--- config.mk ---
export PLATFORM = sky130hd
export DESIGN_NAME = row_major_address_generator_top
export DESIGN_NICKNAME = d
export VERILOG_FILES = /design/src/rtl/core/rmag_pkg.sv /design/src/rtl/core/rmag_bound_table.sv /design/src/rtl/core/rmag_mul.sv /design/src/rtl/core/rmag_ctrl.sv /design/src/rtl/core/row_major_address_generator_top.sv
export VERILOG_INCLUDE_DIRS = /design/src /design/src/rtl/core
export SDC_FILE = /design/constraint.sdc
export NUM_CORES = 2
export LEC_CHECK = 0
export CORE_AREA = 2 2 385 349
export CTS_BUF_LIST = sky130_fd_sc_hd__clkbuf_4
export CTS_CLUSTER_SIZE = 40
export DETAILED_ROUTE_END_ITERATION = 7
export DIE_AREA = 0 0 387 351
export DONT_BUFFER_PORTS = 1
export MAX_ROUTING_LAYER = met4
export PLACE_DENSITY = 0.7
export RECOVER_POWER = 50
export SYNTH_ARGS = -nofsm -noshare
export SYNTH_HDL_FRONTEND = slang
export SYNTH_HIERARCHICAL = 1
export SYNTH_SLANG_ARGS = --single-unit
--- constraint.sdc ---
create_clock -name clk -period 17.6 [get_ports clk]
set_input_delay 1.76 -clock clk [delete_from_list [all_inputs] [get_ports clk]]
set_output_delay 1.76 -clock clk [all_outputs]
set_load 0.01 [all_outputs]
--- src/rtl/core/row_major_address_generator_top_macros.svh ---
// Assertion macros shared by the address generator RTL.
`ifndef ROW_MAJOR_ADDRESS_GENERATOR_TOP_MACROS_SVH
`define ROW_MAJOR_ADDRESS_GENERATOR_TOP_MACROS_SVH

// Check a property on every clock edge outside of reset.
`define RMAG_ASSERT(name, prop, msg) \
  name: assert property (@(posedge clk) disable iff (rst) prop) else $error(msg);

// Check a property on every clock edge, reset included.
`define RMAG_ASSERT_ALWAYS(name, prop, msg) \
  name: assert property (@(posedge clk) prop) else $error(msg);

`endif

--- src/rtl/core/rmag_pkg.sv ---
// Shared types and constants for the row-major address generator.
package rmag_pkg;

  localparam int MAX_DIMS = 16;
  localparam int DATA_W   = 32;
  localparam int ES_W     = 16;
  localparam int DC_W     = 5;
  localparam int SEL_W    = 4;
  localparam int POS_W    = 5;
  localparam int IDX_W    = (MAX_DIMS > 1) ? $clog2(MAX_DIMS) : 1;
  localparam int CMP_W    = ((IDX_W > POS_W) ? IDX_W : POS_W) + 2;
  localparam int PADDR_W  = 4;
  localparam int REG_W    = 2;

  localparam logic [REG_W-1:0] REG_BASE_ADDRESS    = REG_W'(0);
  localparam logic [REG_W-1:0] REG_ELEMENT_SIZE    = REG_W'(1);
  localparam logic [REG_W-1:0] REG_DIMENSION_COUNT = REG_W'(2);

  typedef enum logic {
    OP_LOAD = 1'b0,
    OP_SUB  = 1'b1
  } rmag_op_t;

  typedef enum logic [2:0] {
    S_IDLE,
    S_MUL,
    S_ADD,
    S_SCALE,
    S_OUT
  } rmag_state_t;

  typedef struct packed {
    logic mul_en;
    logic mul_scale;
    logic diff_en;
    logic acc_update;
    logic out_load;
  } rmag_ctrl_t;

endpackage

--- src/rtl/core/rmag_bound_table.sv ---
// Bound table: lower bound and length per dimension, registered read.
module rmag_bound_table
  import rmag_pkg::*;
(
  input  logic                     clk,
  input  logic                     we,
  input  logic [IDX_W-1:0]         wr_idx,
  input  logic signed [DATA_W-1:0] lower_bound,
  input  logic signed [DATA_W-1:0] upper_bound,
  input  logic                     re,
  input  logic [IDX_W-1:0]         rd_idx,
  output logic [DATA_W-1:0]        lower_rd,
  output logic [DATA_W-1:0]        length_rd
);

  logic [DATA_W-1:0] lower_mem  [MAX_DIMS];
  logic [DATA_W-1:0] length_mem [MAX_DIMS];
  logic [DATA_W-1:0] length_wr;

  // Length wraps at the data width
  assign length_wr = DATA_W'(upper_bound) - DATA_W'(lower_bound) + DATA_W'(1);

  // Write one dimension's bounds
  always_ff @(posedge clk) begin
    if (we) begin
      lower_mem[wr_idx]  <= DATA_W'(lower_bound);
      length_mem[wr_idx] <= length_wr;
    end
  end

  // Read the current dimension into the output register
  always_ff @(posedge clk) begin
    if (re) begin
      lower_rd  <= lower_mem[rd_idx];
      length_rd <= length_mem[rd_idx];
    end
  end

endmodule

--- src/rtl/core/rmag_mul.sv ---
// Shared multiplier: low product bits, registered.
module rmag_mul
  import rmag_pkg::*;
(
  input  logic              clk,
  input  logic              en,
  input  logic [DATA_W-1:0] a,
  input  logic [DATA_W-1:0] b,
  output logic [DATA_W-1:0] product
);

  logic [DATA_W-1:0] full;

  assign full = a * b;

  // Keep the wrapped product
  always_ff @(posedge clk) begin
    if (en) begin
      product <= full;
    end
  end

endmodule

--- src/rtl/core/rmag_ctrl.sv ---
// Sequencer: dimension position, last-dimension decision and step control.
`include "row_major_address_generator_top_macros.svh"

module rmag_ctrl
  import rmag_pkg::*;
(
  input  logic             clk,
  input  logic             rst,
  input  logic             start,
  input  logic             opcode,
  input  logic [DC_W-1:0]  dimension_count,
  output logic             busy,
  output logic             sub_take,
  output logic [IDX_W-1:0] rd_idx,
  output rmag_ctrl_t       ctrl
);

  rmag_state_t      state;
  rmag_state_t      state_next;
  logic [POS_W-1:0] dim_position;
  logic [POS_W-1:0] dim_position_next;
  logic             last;
  logic             last_next;
  logic [CMP_W-1:0] pos_eff;
  logic [CMP_W-1:0] dims_eff;

  // Accept a subscript beat only when idle
  assign sub_take = start && (state == S_IDLE) && (opcode == OP_SUB);

  // Clamp the position and the dimension count to the table depth; a zero count acts as one
  always_comb begin
    if (CMP_W'(dim_position) > CMP_W'(MAX_DIMS - 1)) begin
      pos_eff = CMP_W'(MAX_DIMS - 1);
    end else begin
      pos_eff = CMP_W'(dim_position);
    end
    if (dimension_count == '0) begin
      dims_eff = CMP_W'(1);
    end else if (CMP_W'(dimension_count) > CMP_W'(MAX_DIMS)) begin
      dims_eff = CMP_W'(MAX_DIMS);
    end else begin
      dims_eff = CMP_W'(dimension_count);
    end
  end

  assign rd_idx = pos_eff[IDX_W-1:0];

  // Advance or wrap the position at each subscript beat
  always_comb begin
    dim_position_next = dim_position;
    last_next         = last;
    if (sub_take) begin
      last_next = (pos_eff + CMP_W'(1)) >= dims_eff;
      if (last_next) begin
        dim_position_next = '0;
      end else begin
        dim_position_next = POS_W'(pos_eff + CMP_W'(1));
      end
    end
  end

  always_ff @(posedge clk) begin
    if (rst) begin
      state        <= S_IDLE;
      dim_position <= '0;
      last         <= 1'b0;
    end else begin
      state        <= state_next;
      dim_position <= dim_position_next;
      last         <= last_next;
    end
  end

  // Next state
  always_comb begin
    state_next = state;
    unique case (state)
      S_IDLE:  if (sub_take) state_next = S_MUL;
      S_MUL:   state_next = S_ADD;
      S_ADD:   state_next = last ? S_SCALE : S_IDLE;
      S_SCALE: state_next = S_OUT;
      S_OUT:   state_next = S_IDLE;
      default: state_next = S_IDLE;
    endcase
  end

  // Step outputs
  always_comb begin
    busy = 1'b1;
    ctrl = '0;
    unique case (state)
      S_IDLE: begin
        busy = 1'b0;
      end
      S_MUL: begin
        ctrl.mul_en  = 1'b1;
        ctrl.diff_en = 1'b1;
      end
      S_ADD: begin
        ctrl.acc_update = 1'b1;
      end
      S_SCALE: begin
        ctrl.mul_en    = 1'b1;
        ctrl.mul_scale = 1'b1;
      end
      S_OUT: begin
        ctrl.out_load = 1'b1;
      end
      default: begin
        busy = 1'b1;
      end
    endcase
  end

  `RMAG_ASSERT_ALWAYS(a_reset_idle, rst |=> (state == S_IDLE && dim_position == '0), "reset left sequencer active")
  `RMAG_ASSERT(a_scale_then_out, (state == S_SCALE) |=> (state == S_OUT), "scale step not followed by output step")
  `RMAG_ASSERT(a_pos_cleared_on_out, (state == S_OUT) |-> (dim_position == '0), "position not cleared for finished address")
  `RMAG_ASSERT(a_take_starts_mul, sub_take |=> (state == S_MUL && busy), "subscript beat did not start the multiply step")

endmodule

--- src/rtl/core/row_major_address_generator_top.sv ---
// Top level of the row-major address generator.
//
// Usage:
//   Items enter on start while busy is low. opcode OP_LOAD writes the bounds
//   of dimension dim_select into the bound table and gives no result; a
//   dim_select beyond the table is dropped. opcode OP_SUB supplies the
//   subscript for the next dimension; busy rises for the multiply-add.
//   A subscript that is not the last one holds busy through the multiply
//   and add steps. The last subscript of an address goes through the
//   multiply-add, then the element size multiply, then the base add. address
//   is shown with done for exactly one cycle; the receiver cannot stall, so
//   the result never waits. The single shared 32x32 multiplier is used once
//   per subscript and once per address.
//   Configuration goes through the APB port: base_address at 0x0,
//   element_size at 0x4, dimension_count at 0x8; write only while idle.
//   Reset clears the accumulator, the position, the strobe and the registers
//   to their defaults; the bound table holds junk until loaded.
module row_major_address_generator_top
  import rmag_pkg::*;
(
  input  logic                     clk,
  input  logic                     rst,
  // item channel
  input  logic                     start,
  output logic                     busy,
  input  logic                     opcode,
  input  logic [SEL_W-1:0]         dim_select,
  input  logic signed [DATA_W-1:0] lower_bound,
  input  logic signed [DATA_W-1:0] upper_bound,
  input  logic signed [DATA_W-1:0] subscript,
  // result channel
  output logic                     done,
  output logic signed [DATA_W-1:0] address,
  // configuration port
  input  logic                     psel,
  input  logic                     penable,
  input  logic                     pwrite,
  input  logic [PADDR_W-1:0]       paddr,
  input  logic [31:0]              pwdata,
  output logic [31:0]              prdata,
  output logic                     pready
);

  `include "row_major_address_generator_top_macros.svh"

  logic [DATA_W-1:0] base_address;
  logic [ES_W-1:0]   element_size;
  logic [DC_W-1:0]   dimension_count;
  logic [REG_W-1:0]  reg_idx;
  logic              cfg_we;

  logic              sub_take;
  logic              load_take;
  logic [CMP_W-1:0]  sel_ext;
  logic              tbl_we;
  logic [IDX_W-1:0]  rd_idx;
  logic [DATA_W-1:0] lower_rd;
  logic [DATA_W-1:0] length_rd;
  rmag_ctrl_t        ctrl;

  logic [DATA_W-1:0] sub_q;
  logic [DATA_W-1:0] diff;
  logic [DATA_W-1:0] acc;
  logic [DATA_W-1:0] mul_a;
  logic [DATA_W-1:0] mul_b;
  logic [DATA_W-1:0] product;

  // Register file writes
  assign pready  = 1'b1;
  assign reg_idx = paddr[PADDR_W-1:2];
  assign cfg_we  = psel && penable && pwrite && pready;

  always_ff @(posedge clk) begin
    if (rst) begin
      base_address    <= '0;
      element_size    <= ES_W'(1);
      dimension_count <= DC_W'(1);
    end else if (cfg_we) begin
      unique case (reg_idx)
        REG_BASE_ADDRESS:    base_address    <= pwdata[DATA_W-1:0];
        REG_ELEMENT_SIZE:    element_size    <= pwdata[ES_W-1:0];
        REG_DIMENSION_COUNT: dimension_count <= pwdata[DC_W-1:0];
        default:             ;
      endcase
    end
  end

  // Register file reads
  always_comb begin
    unique case (reg_idx)
      REG_BASE_ADDRESS:    prdata = base_address;
      REG_ELEMENT_SIZE:    prdata = 32'(element_size);
      REG_DIMENSION_COUNT: prdata = 32'(dimension_count);
      default:             prdata = '0;
    endcase
  end

  // Drop loads aimed past the table
  assign load_take = start && !busy && (opcode == OP_LOAD);
  assign sel_ext   = CMP_W'(dim_select);
  assign tbl_we    = load_take && (sel_ext < CMP_W'(MAX_DIMS));

  rmag_ctrl u_ctrl (
    .clk             (clk),
    .rst             (rst),
    .start           (start),
    .opcode          (opcode),
    .dimension_count (dimension_count),
    .busy            (busy),
    .sub_take        (sub_take),
    .rd_idx          (rd_idx),
    .ctrl            (ctrl)
  );

  rmag_bound_table u_table (
    .clk         (clk),
    .we          (tbl_we),
    .wr_idx      (sel_ext[IDX_W-1:0]),
    .lower_bound (lower_bound),
    .upper_bound (upper_bound),
    .re          (sub_take),
    .rd_idx      (rd_idx),
    .lower_rd    (lower_rd),
    .length_rd   (length_rd)
  );

  // Select multiplier operands: accumulate or scale by element size
  assign mul_a = ctrl.mul_scale ? DATA_W'(element_size) : acc;
  assign mul_b = ctrl.mul_scale ? acc : length_rd;

  rmag_mul u_mul (
    .clk     (clk),
    .en      (ctrl.mul_en),
    .a       (mul_a),
    .b       (mul_b),
    .product (product)
  );

  // Hold the subscript and form its offset within the dimension
  always_ff @(posedge clk) begin
    if (sub_take) begin
      sub_q <= DATA_W'(subscript);
    end
    if (ctrl.diff_en) begin
      diff <= sub_q - lower_rd;
    end
  end

  // Accumulate, clear once the address is out
  always_ff @(posedge clk) begin
    if (rst) begin
      acc <= '0;
    end else if (ctrl.acc_update) begin
      acc <= product + diff;
    end else if (ctrl.out_load) begin
      acc <= '0;
    end
  end

  // Drive the result beat
  always_ff @(posedge clk) begin
    if (rst) begin
      done <= 1'b0;
    end else begin
      done <= ctrl.out_load;
    end
  end

  always_ff @(posedge clk) begin
    if (ctrl.out_load) begin
      address <= base_address + product;
    end
  end

  `RMAG_ASSERT(a_done_one_cycle, done |=> !done, "result strobe held longer than one cycle")
  `RMAG_ASSERT(a_acc_clear_on_done, done |-> (acc == '0), "accumulator not cleared after result")
  `RMAG_ASSERT(a_done_when_idle, done |-> !busy, "result shown while busy")
  `RMAG_ASSERT(a_no_load_in_work, tbl_we |-> !ctrl.mul_en && !ctrl.acc_update, "table load during computation")

endmodule

==> run summary <==
The number of placed instances, taps included is 6565. The die footprint is 135800 um^2. The cell depth of the worst flop-to-flop path is 26.

The width of the chip is 387 um. Sorting the synthesized cells by how often they occur yields sky130_fd_sc_hd__edfxtp_1, sky130_fd_sc_hd__inv_1, sky130_fd_sc_hd__fa_1, sky130_fd_sc_hd__and2_1, sky130_fd_sc_hd__nand2_1. The number of max-cap violations is 8.

The via count of the first global-routing pass is between 40000 and 50000. The number of input and output port buffers inserted came out at 0. The number of gates resized after CTS came out at 0. The aggregate global-route resource usage is 28.35%. The wire length of the first global-routing pass is between 200 and 300 mm. In this run the most critical hold path is launched from base_address[4].

The clock transition at the registers of the reported paths came out at 70 ps. The minimum clock period after layout came out at approximately 11000 ps. The number of cells traversed by the worst hold path is 2. The total overflow left after global routing is 0. The number of top-level pins came out at 210. The routed wire length came out at between 150 and 200 mm. The mean number of vias per cell came out at 5.951.

For this design the ratio of total power to cell area is about 88 nW/um^2. The required time at the worst-slack endpoint came out at around 18000 ps. The count of final setup violators is 0. The fraction of the mapped netlist area in adder cells came out at roughly 16%. The setup fix buffers added after clock tree synthesis is 0. After global routing, the most crowded layer is met2. The average detailed-routed wire length per instance is 25.75 um.

The mapped netlist covers around 72000 um^2. The initialized floorplan defines approximately 130 standard-cell rows. The launching point of the worst reg2reg path is u_ctrl/state[0]. The number of standard cells in the layout, taps in and fillers out came out at 7125.

Summing the areas of all compound-gate instances in the mapped netlist gives 5.069% of the synthesized area. The count of final max-slew check failures came out at ~370. Measured on the finished design, the core utilization comes to approximately 59%. The fraction of synthesis flops using an asynchronous set or reset pin is 0%. The region available for standard cell placement spans between 100000 and 150000 um^2. The portion of synthesized cell area occupied by the leading cell type came out at between 50% and 60%. The worst supply voltage drop on vdd came out at slightly below 80 uV. The routability congestion estimate came out at 0.9395. The via total after detailed routing came out at roughly 42000.

Global routing used a little over two fifths of the available met2 tracks. The total negative setup slack came out at 0 ps. The headroom to the max-slew limit came out at -278.4%. The flip-flop and latch count after synthesis is approximately 1300. The cell count after synthesis came out at 4981. The top fanout value on the critical path came out at between 50 and 60. The area overhead of the layout relative to synthesis is 7.694%. The worst setup slack for register-to-register paths is about 6600 ps. The number of CTS-inserted buffers came out at 321. The leading cell type by number of instances after synthesis is sky130_fd_sc_hd__edfxtp_1.

The post-synth net total came out at ~5800. The latest clock arrival within the worst-skew pair came out at around 1200 ps. Among all flip-flop cells after synthesis, the most frequent one is sky130_fd_sc_hd__edfxtp_1. In this run, the number of DRC markers left after iteration 0 of detailed routing was around 4100. TritonCTS built the clock tree. Ranked by total cell area, the synthesized netlist is headed by sky130_fd_sc_hd__edfxtp_1, sky130_fd_sc_hd__fa_1, sky130_fd_sc_hd__mux4_2.

The die height came out at between 300 and 400 um. The share of final-layout standard cells stronger than drive strength 1 came out at between 10% and 20%. The run finished, with violations left. The global routing met1 resource utilization came out at a little under two fifths. The synthesized-area fraction occupied by xor and xnor cells came out at 2.351%. The number of flops mapped to enable cells by yosys is between 1000 and 1500. The highest clock frequency the design can meet is roughly 0.091 GHz.

The met3 routing resource usage after global routing came out at 8.429%. The number of sinks driven by the clock tree came out at 1311. The area fraction in and, or, nand and nor cells after synthesis is about 8.0%. The post-route DRC violation count came out at 0.

The initial antenna violation count came to 27. The number of detailed-routing iterations run before antenna repair came out at 6. The post-route fraction of the period consumed by the critical path is 62.68%. In this run the deepest clock path goes through 4 buffers.

The worst register-to-register path ends at u_mul/product[16]. Yosys printed 6 warnings. The leading area contributor after synthesis is sky130_fd_sc_hd__edfxtp_1.

In this run the static leakage power is around 0.028 uW. In this run the clock root is driven by a sky130_fd_sc_hd__clkbuf_4. The number of H-tree branching levels is 5.

The final count of hold timing violations came to 0. After synthesis, the largest family of logic cells by area is adder cells. The register area share after synthesis is around 53%. The class of the most critical setup path is reg -> reg.

Setup repair after global routing left no endpoint under its margin. The worst hold path belongs to the class reg -> reg. The worst path arrival time came out at approximately 12000 ps. The multiplexer share of the synthesized area is approximately 11%. The count of unique library cells instantiated by Yosys is 99. Entering global routing, the biggest net connects 94 pins. Hold repair after CTS inserted 0 buffers. The checks that failed: max-capacitance violations, max-slew violations.

The nature of the critical path endpoint is a register. The initial core utilization is around 55%. The post-detailed-route count of antenna-violating nets is 0. The layout filler cell count is roughly 10000. The mean instance size in the synthesized netlist came out at between 10 and 15 um^2. The slew at the pin closest to its max-slew limit is between 5000 and 6000 ps. The clock arrives with 121.9 ps of skew. The launching element type of the critical path is a register.

The HPWL after detailed placement is between 100 and 150 mm. The final layout contains roughly 6000 nets. The end point of the most critical hold path is base_address[4].
## metal layers
metal	wire, um	share of wire, %
met1	73000	40
met2	86220	47
met3	19620	11
met4	4626	2.5
met5	0	0
## state kept, by name (all words and copies together) (netlist names)
name and count:
u_table/lower_mem 512, u_ctrl/dim_position 5, acc 32, dimension_count 5, u_table/length_rd 32, u_ctrl/last 1
diff 32, u_ctrl/state 3, u_table/length_mem 512, u_mul/product 32, element_size 16, sub_q 32
address 32, base_address 32, done 1, u_table/lower_rd 32
## layout make-up
| cell class | instances | area [um^2] | area share (%) |
|---|---|---|---|
| tap | 1741 | 2178 | 2.801 |
| clock inverter | 69 | 294.0 | 0.3780 |
| timing repair buffer | 76 | 515.5 | 0.6628 |
| antenna | 18 | 45.04 | 0.05791 |
| sequential | 1311 | 38420 | 49.39 |
| clock buffer | 473 | 3551 | 4.565 |
| inverter | 463 | 1739 | 2.236 |
| multi-input combinational | 2974 | 31040 | 39.91 |
## cell families after synthesis
group | Yosys count
flops | 1311
compound gates | 557
mux | 400
simple gates | 1128
buf+inv | 696
xor+xnor | 193
fa+ha+maj | 695
other cells | 1
## how the worst max path moves through the flow
stage,start,endpoint,slack (ps),cells after the start
3_3_place_gp,u_ctrl/state[0],u_mul/product[16],8830,26
2_1_floorplan,u_ctrl/state[0],u_mul/product[31],7950,30
3_5_place_dp,u_ctrl/state[0],u_mul/product[16],8840,26
6_report,u_ctrl/state[0],u_mul/product[16],6570,26
4_1_cts,u_ctrl/state[0],u_mul/product[16],8780,26
5_1_grt,u_ctrl/state[0],u_mul/product[16],6160,26
## cell usage in the layout (no fill, tap or decap), types with 19 or more instances in the layout
master	instances
sky130_fd_sc_hd__mux4_2	316
sky130_fd_sc_hd__a21o_1	70
sky130_fd_sc_hd__mux2i_1	31
sky130_fd_sc_hd__nor2_1	131
sky130_fd_sc_hd__o21a_1	19
sky130_fd_sc_hd__nand3_1	41
sky130_fd_sc_hd__fa_1	412
sky130_fd_sc_hd__nor2b_1	35
sky130_fd_sc_hd__nand2b_1	19
sky130_fd_sc_hd__mux2_2	48
sky130_fd_sc_hd__clkinv_1	56
sky130_fd_sc_hd__clkbuf_4	473
sky130_fd_sc_hd__edfxtp_1	1216
sky130_fd_sc_hd__nor3_1	24
sky130_fd_sc_hd__a31oi_1	19
sky130_fd_sc_hd__xnor2_1	136
sky130_fd_sc_hd__buf_4	57
sky130_fd_sc_hd__a21oi_1	197
sky130_fd_sc_hd__dfxtp_1	95
sky130_fd_sc_hd__nor3b_1	20
sky130_fd_sc_hd__xor2_1	56
sky130_fd_sc_hd__o21ai_0	98
sky130_fd_sc_hd__ha_1	283
sky130_fd_sc_hd__inv_1	462
sky130_fd_sc_hd__nand2_1	376
sky130_fd_sc_hd__and2_1	385
## stage by stage
stage | worst slack (ps) | area, um^2 | hold WS (ps) | power (uW)
2_1_floorplan | 7950 | 72220 | 430.4 | 4230
3_3_place_gp | 8828 | 74090 | 456.9 | 4482
3_5_place_dp | 8844 | 74090 | 459.2 | 4498
4_1_cts | 8778 | 77940 | 470.6 | 6890
5_1_grt | 6160 | 77760 | 494.6 | 7131
6_report | 6568 | 77780 | 474.0 | 6840
## report_power, final
group / internal [uW] / switching [uW] / leakage, uW
clock: 1240 / 1160 / 0.00232
combinational: 320 / 540 / 0.0143
sequential: 3550 / 27.5 / 0.0118
total: 5110 / 1730 / 0.0283
## critical path: stages (launching register included)
cell,delay (ps)
sky130_fd_sc_hd__dfxtp_1,440
sky130_fd_sc_hd__nor2b_1,190
sky130_fd_sc_hd__and2_0,390
sky130_fd_sc_hd__clkbuf_1,2330
sky130_fd_sc_hd__mux2_2,1090
sky130_fd_sc_hd__and2_1,250
sky130_fd_sc_hd__fa_1,420
sky130_fd_sc_hd__inv_1,80
sky130_fd_sc_hd__fa_1,430
sky130_fd_sc_hd__fa_1,500
sky130_fd_sc_hd__inv_1,60
sky130_fd_sc_hd__fa_1,540
sky130_fd_sc_hd__ha_1,230
sky130_fd_sc_hd__ha_1,270
sky130_fd_sc_hd__inv_1,40
sky130_fd_sc_hd__fa_1,480
sky130_fd_sc_hd__inv_1,50
sky130_fd_sc_hd__fa_1,440
sky130_fd_sc_hd__ha_1,350
sky130_fd_sc_hd__a21oi_1,170
sky130_fd_sc_hd__o21ai_0,140
sky130_fd_sc_hd__a21oi_2,190
sky130_fd_sc_hd__a21boi_0,110
sky130_fd_sc_hd__o21a_1,190
sky130_fd_sc_hd__o21a_1,190
sky130_fd_sc_hd__or2_0,200
sky130_fd_sc_hd__o311ai_1,830
Power figures use the tool's default switching activity.
